### src/hdl/fnv1a_word_hash_top_defines.svh
// assertion macros for the word hash block
// used by fwh_back, which checks its own sequencing; needs clk and rst in scope
`ifndef FNV1A_WORD_HASH_TOP_DEFINES_SVH
`define FNV1A_WORD_HASH_TOP_DEFINES_SVH

// condition holds at every edge out of reset
`define FWH_ASSERT(lbl, cond) \
  lbl: assert property (@(posedge clk) disable iff (rst) (cond)) \
    else $error("fwh check failed");

// consequence holds in the cycle after the antecedent
`define FWH_ASSERT_NEXT(lbl, ante, cons) \
  lbl: assert property (@(posedge clk) disable iff (rst) (ante) |=> (cons)) \
    else $error("fwh sequencing check failed");

`endif

### src/hdl/fwh_pkg.sv
// shared types, the offset basis constant and the mixing function of the word hash block
// no dependencies
`default_nettype none

package fwh_pkg;

  localparam logic [63:0] FNV_BASIS = 64'hCBF2_9CE4_8422_2325;

  typedef struct packed {
    logic [63:0] word;
    logic        full;
    logic [2:0]  short_len;
    logic        last;
    logic        pal;
    logic [31:0] crc;
  } fwh_entry_t;

  typedef enum logic [1:0] {
    ST_IDLE,
    ST_BYTES,
    ST_PAL,
    ST_FIN
  } fwh_state_t;

  // (h ^ v) * 0x100000001B3 as shift and add: 2^40 + 0x1b3
  function automatic logic [63:0] fnv_mix(input logic [63:0] h, input logic [63:0] v);
    logic [63:0] x;
    x = h ^ v;
    return x + (x << 1) + (x << 4) + (x << 5) + (x << 7) + (x << 8) + (x << 40);
  endfunction

endpackage

`default_nettype wire

### src/hdl/fwh_front.sv
// input side: takes words from the source and sorts them into full or short items
// depends on fwh_pkg; feeds fwh_queue
`default_nettype none

module fwh_front (
  input  wire logic               data_valid,
  output logic                    data_stall,
  input  wire logic [63:0]        data_word,
  input  wire logic [3:0]         byte_count,
  input  wire logic               last,
  input  wire logic               palette_flag,
  input  wire logic [31:0]        palette_checksum,
  input  wire logic               q_full,
  output logic                    q_push,
  output fwh_pkg::fwh_entry_t     q_entry
);
  import fwh_pkg::*;

  assign data_stall = q_full;
  assign q_push     = data_valid && !q_full;

  always_comb begin
    q_entry.word      = data_word;
    // counts of eight and above take the whole word
    q_entry.full      = byte_count[3];
    q_entry.short_len = byte_count[2:0];
    q_entry.last      = last;
    q_entry.pal       = last && palette_flag;
    q_entry.crc       = palette_checksum;
  end

endmodule

`default_nettype wire

### src/hdl/fwh_queue.sv
// short queue between the input side and the hashing sequencer
// depends on fwh_pkg
`default_nettype none

module fwh_queue #(
  parameter int DEPTH = 4
) (
  input  wire logic               clk,
  input  wire logic               rst,
  input  wire logic               push,
  input  wire fwh_pkg::fwh_entry_t wr_entry,
  output logic                    full,
  output logic                    rd_valid,
  input  wire logic               pop,
  output fwh_pkg::fwh_entry_t     rd_entry
);
  import fwh_pkg::*;

  localparam int AW = (DEPTH > 1) ? $clog2(DEPTH) : 1;
  localparam int CW = $clog2(DEPTH + 1);

  fwh_entry_t      entries [DEPTH];
  logic [AW-1:0]   wr_ptr;
  logic [AW-1:0]   rd_ptr;
  logic [CW-1:0]   count;
  logic            do_push;
  logic            do_pop;

  assign full     = (count == CW'(DEPTH));
  assign rd_valid = (count != '0);
  assign rd_entry = entries[rd_ptr];
  assign do_push  = push && !full;
  assign do_pop   = pop && rd_valid;

  always_ff @(posedge clk) begin
    if (do_push) begin
      entries[wr_ptr] <= wr_entry;
    end
  end

  always_ff @(posedge clk) begin
    if (rst) begin
      wr_ptr <= '0;
      rd_ptr <= '0;
      count  <= '0;
    end else begin
      if (do_push) begin
        wr_ptr <= (wr_ptr == AW'(DEPTH - 1)) ? '0 : wr_ptr + 1'b1;
      end
      if (do_pop) begin
        rd_ptr <= (rd_ptr == AW'(DEPTH - 1)) ? '0 : rd_ptr + 1'b1;
      end
      case ({do_push, do_pop})
        2'b10:   count <= count + 1'b1;
        2'b01:   count <= count - 1'b1;
        default: count <= count;
      endcase
    end
  end

endmodule

`default_nettype wire

### src/hdl/fwh_back.sv
// hashing sequencer: mixes words or single bytes, the palette crc, and drives the digest
// depends on fwh_pkg and fnv1a_word_hash_top_defines.svh
`default_nettype none

`include "fnv1a_word_hash_top_defines.svh"

module fwh_back (
  input  wire logic               clk,
  input  wire logic               rst,
  input  wire logic               q_valid,
  output logic                    q_pop,
  input  wire fwh_pkg::fwh_entry_t q_entry,
  output logic                    digest_valid,
  input  wire logic               digest_stall,
  output logic [63:0]             digest
);
  import fwh_pkg::*;

  fwh_state_t  state;
  fwh_state_t  state_next;
  logic [63:0] hash;
  logic [63:0] hash_next;
  logic [55:0] shreg;
  logic [55:0] shreg_next;
  logic [2:0]  rem;
  logic [2:0]  rem_next;
  logic        last_r;
  logic        last_r_next;
  logic        pal_r;
  logic        pal_r_next;
  logic [31:0] crc_r;
  logic [31:0] crc_r_next;
  logic        fin_go;
  logic        digest_valid_next;

  always_ff @(posedge clk) begin
    if (rst) begin
      state        <= ST_IDLE;
      hash         <= FNV_BASIS;
      digest_valid <= 1'b0;
    end else begin
      state        <= state_next;
      hash         <= hash_next;
      digest_valid <= digest_valid_next;
    end
  end

  always_ff @(posedge clk) begin
    shreg  <= shreg_next;
    rem    <= rem_next;
    last_r <= last_r_next;
    pal_r  <= pal_r_next;
    crc_r  <= crc_r_next;
    if (fin_go) begin
      digest <= hash;
    end
  end

  always_comb begin
    state_next  = state;
    hash_next   = hash;
    shreg_next  = shreg;
    rem_next    = rem;
    last_r_next = last_r;
    pal_r_next  = pal_r;
    crc_r_next  = crc_r;
    q_pop       = 1'b0;
    fin_go      = 1'b0;
    unique case (state)
      ST_IDLE: begin
        if (q_valid) begin
          q_pop       = 1'b1;
          last_r_next = q_entry.last;
          pal_r_next  = q_entry.pal;
          crc_r_next  = q_entry.crc;
          shreg_next  = q_entry.word[55:0];
          rem_next    = q_entry.short_len;
          if (q_entry.full) begin
            hash_next = fnv_mix(hash, q_entry.word);
          end
          if (!q_entry.full && (q_entry.short_len != 3'd0)) begin
            state_next = ST_BYTES;
          end else if (q_entry.last) begin
            state_next = q_entry.pal ? ST_PAL : ST_FIN;
          end
        end
      end
      ST_BYTES: begin
        hash_next  = fnv_mix(hash, {56'd0, shreg[7:0]});
        shreg_next = shreg >> 8;
        rem_next   = rem - 3'd1;
        if (rem == 3'd1) begin
          if (last_r) begin
            state_next = pal_r ? ST_PAL : ST_FIN;
          end else begin
            state_next = ST_IDLE;
          end
        end
      end
      ST_PAL: begin
        hash_next  = fnv_mix(hash, {32'd0, crc_r});
        state_next = ST_FIN;
      end
      ST_FIN: begin
        if (!digest_valid || !digest_stall) begin
          fin_go     = 1'b1;
          hash_next  = FNV_BASIS;
          state_next = ST_IDLE;
        end
      end
      default: begin
        state_next = ST_IDLE;
      end
    endcase
  end

  assign digest_valid_next = fin_go || (digest_valid && digest_stall);

  `FWH_ASSERT(a_rem_live, (state != ST_BYTES) || (rem != 3'd0))
  `FWH_ASSERT_NEXT(a_fin_hold, (state == ST_FIN) && digest_valid && digest_stall, state == ST_FIN)
  `FWH_ASSERT_NEXT(a_reload, fin_go, (hash == FNV_BASIS) && digest_valid)

endmodule

`default_nettype wire

### src/hdl/fnv1a_word_hash_top.sv
// word-wide fnv-1a 64 hash: full words one per cycle, short tails one byte per cycle,
// while a held digest does not keep the sequencer waiting in its final state
// the full-word rate is limited by the one-mix-per-cycle hash register loop; no new item
// is popped until the last one's tail bytes and palette crc are mixed and its digest registered
// reset: synchronous, active high; hash reloads the offset basis, queue and digest empty
// depends on fwh_pkg, fwh_front, fwh_queue, fwh_back
`default_nettype none

module fnv1a_word_hash_top #(
  parameter int QUEUE_DEPTH = 4
) (
  input  wire logic        clk,
  input  wire logic        rst,
  input  wire logic        data_valid,
  output logic             data_stall,
  input  wire logic [63:0] data_word,
  input  wire logic [3:0]  byte_count,
  input  wire logic        last,
  input  wire logic        palette_flag,
  input  wire logic [31:0] palette_checksum,
  output logic             digest_valid,
  input  wire logic        digest_stall,
  output logic [63:0]      digest
);
  import fwh_pkg::*;

  fwh_entry_t push_entry;
  fwh_entry_t pop_entry;
  logic       q_full;
  logic       q_push;
  logic       q_valid;
  logic       q_pop;

  fwh_front u_front (
    .data_valid       (data_valid),
    .data_stall       (data_stall),
    .data_word        (data_word),
    .byte_count       (byte_count),
    .last             (last),
    .palette_flag     (palette_flag),
    .palette_checksum (palette_checksum),
    .q_full           (q_full),
    .q_push           (q_push),
    .q_entry          (push_entry)
  );

  fwh_queue #(
    .DEPTH (QUEUE_DEPTH)
  ) u_queue (
    .clk      (clk),
    .rst      (rst),
    .push     (q_push),
    .wr_entry (push_entry),
    .full     (q_full),
    .rd_valid (q_valid),
    .pop      (q_pop),
    .rd_entry (pop_entry)
  );

  fwh_back u_back (
    .clk          (clk),
    .rst          (rst),
    .q_valid      (q_valid),
    .q_pop        (q_pop),
    .q_entry      (pop_entry),
    .digest_valid (digest_valid),
    .digest_stall (digest_stall),
    .digest       (digest)
  );

endmodule

`default_nettype wire

### config.mk
export PLATFORM = sky130hd
export DESIGN_NAME = fnv1a_word_hash_top
export DESIGN_NICKNAME = d
export VERILOG_FILES = /design/src/hdl/fwh_pkg.sv /design/src/hdl/fwh_front.sv /design/src/hdl/fwh_queue.sv /design/src/hdl/fwh_back.sv /design/src/hdl/fnv1a_word_hash_top.sv
export VERILOG_INCLUDE_DIRS = /design/src /design/src/hdl
export SDC_FILE = /design/constraint.sdc
export NUM_CORES = 2
export LEC_CHECK = 0
export ABC_AREA = 1
export BUFFER_PORTS_ARGS = -buffer_cell sky130_fd_sc_hd__buf_2
export CORE_MARGIN = 3
export CORE_UTILIZATION = 40
export CTS_CLUSTER_SIZE = 10
export DETAILED_ROUTE_END_ITERATION = 7
export PLACE_DENSITY = 0.64
export RECOVER_POWER = 50
export SLEW_MARGIN = 20
export SYNTH_ARGS = -nofsm -noshare
export SYNTH_HDL_FRONTEND = slang
export SYNTH_SLANG_ARGS = --single-unit
export TNS_END_PERCENT = 10
### constraint.sdc
create_clock -name clk -period 10.2 [get_ports clk]
set_input_delay 1.02 -clock clk [delete_from_list [all_inputs] [get_ports clk]]
set_output_delay 1.02 -clock clk [all_outputs]
set_load 0.005 [all_outputs]
# After elaboration in Yosys (flattened, before gate mapping)
# Memories as Yosys holds them, arrays and structs flattened. A register that Yosys moved wholly into a read port is not among the register bits.
# Index checks and enable logic that the tools add are counted.
# classes
reduce_logical	21
eq_ne	14
addsub	23
bitwise_logic	3
muxes	28
# ops
op	count
adder 64 bit	18
one-hot mux 64 bit (4 select lines)	1
two-way mux 64 bit	3
one-hot mux 56 bit (2 select lines)	1
XOR 64 x 32 -> 64 bit	1
XOR 64 bit	1
XOR 64 x 8 -> 64 bit	1
two-way mux 56 bit	1
two-way mux 2 bit	10
one-hot mux 3 bit (2 select lines)	2
== test 2 bit (second input constant)	5
two-way mux 1 bit	8
one-hot mux 2 bit (4 select lines)	1
logical AND 1 bit	6
inequality test 2 x 1 -> 1 bit (second input constant)	3
nonzero test 3 bit	2
subtractor 3 x 1 -> 3 bit (second input constant)	2
adder 2 x 1 -> 2 bit (second input constant)	2
== test 2 x 1 -> 1 bit (second input constant)	2
logical NOT 1 bit	4
AND reduction 2 bit	2
AND reduction 4 bit	1
nonzero test 2 bit	2
adder 3 x 1 -> 3 bit (second input constant)	1
8 further kinds	9
# word_totals
regBits	231
output_inout_bits	66
mem_count	1
mem_bits_rw	408
# mem_list
memory	words	word_bits	read_ports	rd_clocked_by_memory_dff	wr	line_no	rtl
u_queue.entries	4	102	1	1	1	fwh_queue.sv:22	fwh_entry_t entries [DEPTH];

# Longest topological paths before layout
# logic_depth
depth_word	10
ltp_mapped	36
depth_no_buf	33

# By module
# From an unflattened synthesis, not the netlist that was laid out.
# hier_totals
cells_unflattened	7357
area_unflattened_um2	61499.0
# modules_own_cells
mod	seq_area_each_um2	instances	cells_each	area_per_inst_um2
fwh_back	6055.8	1	6194	45148.3
fwh_queue	12431.9	1	1057	15567.4
fwh_front	0.0	1	106	783.3

# Worst setup path after synthesis
# OpenSTA, ideal clock, no wires.
# synth_path
kind	input-to-reg
startpoint	in data_valid
endpoint	mem u_queue.entries[0][0] (netlist bit) (enable)
setup_ns	0.564
required_time_ns	9.636
setup_slack_ns	4.032
stages	4
arrival_time_ns	5.604
path_cell_list	inv_1 nor2_1 clkinv_1 nor2_1
# synth_via
elab_chain_len	4
# synth_lines
element	line_no	rtl
start, declared	fnv1a_word_hash_top.sv:14	input wire logic data_valid,
logical AND 1 bit	fwh_front.sv:20	assign q_push = data_valid && !q_full;
logical AND 1 bit	fwh_queue.sv:32	assign do_push = push && !full;
two-way mux 1 bit	fwh_queue.sv:36	if (do_push) begin
two-way mux 1 bit (not written as such)	fwh_queue.sv:37	entries[wr_ptr] <= wr_entry;
end, declared	fwh_queue.sv:22	
# Every way passes these cells.

# Worst setup path after layout
# layout_path
startpoint	reg u_back.hash[21]
endpoint	reg u_back.hash[39]
# layout_via
elab_chain_len	10
elab_cells_between_ends	24
# layout_lines
element	line_no	rtl
start, declared	fwh_back.sv:21	logic [63:0] hash;
start signal, assigned	fwh_back.sv:43	hash <= hash_next;
XOR 64 bit	fwh_pkg.sv:28	x = h ^ v;
adder 64 bit (6 in a row)	fwh_pkg.sv:29	return x + (x << 1) + (x << 4) + (x << 5) + (x << 7) + (x << 8) + (x << 40);
two-way mux 64 bit	fwh_back.sv:78	if (q_entry.full) begin
two-way mux 64 bit	fwh_back.sv:71	if (q_valid) begin
one-hot mux 64 bit (4 select lines) (*)	fwh_back.sv:69	unique case (state)
# Every way passes the cells marked *; elsewhere a longest branch is shown, timed or not. The select of a mux whose other input is x is not followed.
# A chain may end at the register's enable or synchronous reset.

==> summary.txt <==
Setup path
  • Critical path arrival: 8.54 ns
  • Critical Path Slowest Stage Cell: sky130_fd_sc_hd__clkbuf_1
  • Peak per-stage delay on the critical path: 1.14 ns
  • Worst-path maximum fanout: 8
  • Worst reg2reg startpoint: u_back.hash[21]$_SDFFE_PP1P_
  • CP Launch Point: u_back.hash[21]$_SDFFE_PP1P_
  • R2R setup slack: 2.20 ns
  • Launching element type of the critical path: flop
  • CP required: 10.74 ns
  • Worst r2r dst: u_back.hash[39]$_SDFFE_PP1P_
  • WS Path Type: reg2reg
  • Most numerous cell on the critical path: sky130_fd_sc_hd__nand2_1
  • Worst-case reg-to-reg path depth: 25
  • Setup crit end kind: flop

Routing
  • Average wire per cell in the routed design: 27.8 um
  • Total Wirelength: 244,000 um
  • First-pass iteration count of the detailed router: 8
  • DR vias: 48,600
  • Detail Route Antenna Nets: 0
  • DR DRC count: 0
  • Number of DRC markers after the initial detailed-route iteration: 5,879
  • DR vias/cell: 5.55

STA
  • Max Clock Skew: 0.0502 ns
  • Period utilisation layout: 78.4%
  • Count of final setup violators: 0
  • Minimum clock period: 8.00 ns
  • Worst hold slack: 0.478 ns
  • Transition time of the tightest slew-check pin: 3.47 ns
  • Fmax: 0.125 GHz
  • RSZ-0062 raised after global routing: false
  • Worst max-slew margin expressed relative to the limit: -131%
  • Final Hold Violating Endpoints: 0
  • Final Slew Violations: 397
  • Setup total negative slack: 0 ns

Hold path
  • Worst min-delay path endpoint: u_back.hash[53]$_SDFFE_PP1P_
  • Worst hold path type: reg2reg
  • Startpoint of the lowest-slack hold path: u_back.hash[53]$_SDFFE_PP1P_
  • Number of instances on the worst hold path: 2

Global route
  • Via count of the first global-routing pass: 47,500
  • Maximum number of pins on one net before global-route repair: 123
  • Congestion Overflow GR: 0
  • Global-route wire length before repair: 345,000 um
  • Antenna violations before repair: 17
  • GRT Resource Usage Total: 31.8%

Floorplan
  • Initial Utilization: 40.3%
  • Horizontal die dimension: 390 um
  • Row count: 140
  • Floorplan die area: 152,000 sq um
  • Floorplan Core Area: 146,000 sq um
  • IO Pins: 172
  • Height of the chip: 390 um

Logic synthesis
  • Distinct cell type count after synthesis: 65
  • Netlist area before placement: 58,800 sq um
  • Mapped Avg Cell Area: 8.96 sq um
  • Top FF cell, synth: sky130_fd_sc_hd__edfxtp_1
  • Largest cells by area after synthesis: sky130_fd_sc_hd__edfxtp_1 (29%), sky130_fd_sc_hd__fa_1 (23%), sky130_fd_sc_hd__inv_1 (8.4%)
  • Fraction of synthesis flops using an asynchronous set or reset pin: 0%
  • Cell type with the largest total area after synthesis: sky130_fd_sc_hd__edfxtp_1
  • Library cell with the highest instance count after synthesis: sky130_fd_sc_hd__inv_1
  • Gate count of the mapped netlist: 6,566
  • Proportion of netlist area held by the largest area contributor: 28.8%
  • Post-synthesis register bit count: 641
  • Syn Nets: 7,699
  • Number of enable flip-flop cells after synthesis: 565
  • Register area share after synthesis: 31.4%
  • Number of synthesis warnings: 0
  • Ranking of synthesized cells by instance count: sky130_fd_sc_hd__inv_1 (1,313), sky130_fd_sc_hd__nand2_1 (1,136), sky130_fd_sc_hd__fa_1 (674)

Run status
  • Failing checks: capacitance limit, slew limit
  • Outcome: complete, but fails checks

Layout
  • Number of filler instances in the final layout: 14,500
  • Fraction of final layout cells with drive strength greater than 1: 3.98%
  • Final-stage net count: 7,920
  • Layout area overhead: 9.36%
  • Final std cells w/o fill: 8,757

CTS
  • Depth of the CTS H-tree: 3
  • TritonCTS clock tree: yes
  • Source-to-sink clock delay at the later pin of the worst-skew pair: 0.70 ns
  • Clock root buffer: sky130_fd_sc_hd__clkbuf_16
  • Clock transition at the register clock pins on the worst setup and hold paths after CTS: 0.06 ns
  • Number of CTS-inserted buffers: 78
  • Number of hold buffers added after cts: 0
  • Max clock buf depth: 3
  • Post_cts resized: 0
  • TritonCTS Sinks: 641
  • Post-CTS Setup Inserts: 0

Placed design
  • Cell count after placement: 8,624
  • Detailed-placement wirelength estimate: 201,000 um
  • Total of buffers placed on input and output ports: 171
  • Weighted congestion reported at the end of routability-driven placement: 1.06

Job
  • Maximum Capacitance Violations: 20
==> per-layer routing <==
layer  part of all wire (%)  up-vias  GRT usage [%]
li1                       -    21600              -
met1                     42    24200           44.6
met2                     43     2409           47.4
met3                    9.9      432           7.31
met4                    5.2        4           13.3
met5                  0.011        -              0
==> metrics by stage <==
step	utilization [%]	setup slack [ns]	area (sq um)
after floorplan	-	4.03	58800
after global placement	42.7	2.52	62300
after detailed placement	42.7	2.53	62300
after CTS	44.3	2.47	64700
after global routing	44.1	1.97	64300
final	44.1	2.20	64400
==> cells in the final DEF (no fill, tap or decap), types with 153 or more instances in the layout <==
cell type / count
sky130_fd_sc_hd__inv_1: 1313
sky130_fd_sc_hd__clkbuf_1: 215
sky130_fd_sc_hd__a21oi_1: 401
sky130_fd_sc_hd__xor2_1: 153
sky130_fd_sc_hd__edfxtp_1: 565
sky130_fd_sc_hd__nand3_1: 272
sky130_fd_sc_hd__nand2_1: 1135
sky130_fd_sc_hd__fa_1: 674
sky130_fd_sc_hd__nor2_1: 548
sky130_fd_sc_hd__ha_1: 353
sky130_fd_sc_hd__o21ai_0: 455
==> area by class of cell <==
cell class | count | area, sq um | area share [%]
Antenna cell | 6 | 15.0 | 0.0233
Tap cell | 1917 | 2400 | 3.73
Multi-Input combinational cell | 4477 | 34900 | 54.2
Sequential cell | 641 | 18500 | 28.7
Inverter | 1325 | 4980 | 7.74
Clock inverter | 15 | 249 | 0.387
Timing Repair Buffer | 264 | 1220 | 1.90
Clock buffer | 112 | 2120 | 3.30
==> worst max-delay path, delay by kind of cell (launching register included) <==
family,cells,cell delay (ns)
adders and majority gates,5,2.27
buffers and inverters,5,2.32
and+or+nand+nor,12,1.43
DFF,1,0.31
xor gates and xnor gates,1,0.67
AOI/OAI and AO/OA,2,0.83
==> worst max path at each step <==
stage	slack, ns	cells past startpoint	to
floorplan	4.03	4	u_queue.entries[0][0]$_DFFE_PP_
CTS	2.47	19	u_back.hash[24]$_SDFFE_PP0P_
global placement	2.52	26	u_back.hash[39]$_SDFFE_PP1P_
finish	2.20	25	u_back.hash[39]$_SDFFE_PP1P_
global route	1.97	26	u_back.hash[39]$_SDFFE_PP1P_
detailed placement	2.53	19	u_back.hash[24]$_SDFFE_PP0P_
==> state kept, by name (all words and copies together) (netlist names), named ones only <==
register and count:
u_queue.wr_ptr 2, u_back.crc_r 32, u_back.digest 64, u_back.hash 64, u_back.pal_r 1, u_queue.count 3
u_back.shreg 56, u_back.digest_valid 1, u_queue.entries 408, u_back.state 2, u_queue.rd_ptr 2, u_back.last_r 1
u_back.rem 3
==> kinds of logic after synthesis <==
group / after synthesis / synth area share, %
muxes: 1 / 0.0170
buffers and inverters: 1448 / 9.45
xor gates and xnor gates: 194 / 2.96
DFF: 641 / 31.4
and+or+nand+nor: 2150 / 15.1
AOI/OAI and AO/OA: 1105 / 10.6
adders and majority gates: 1027 / 30.4
Power is left out: the tool's default activity adds up to more than one toggle a clock period on the data nets, which glitch-free logic cannot reach.
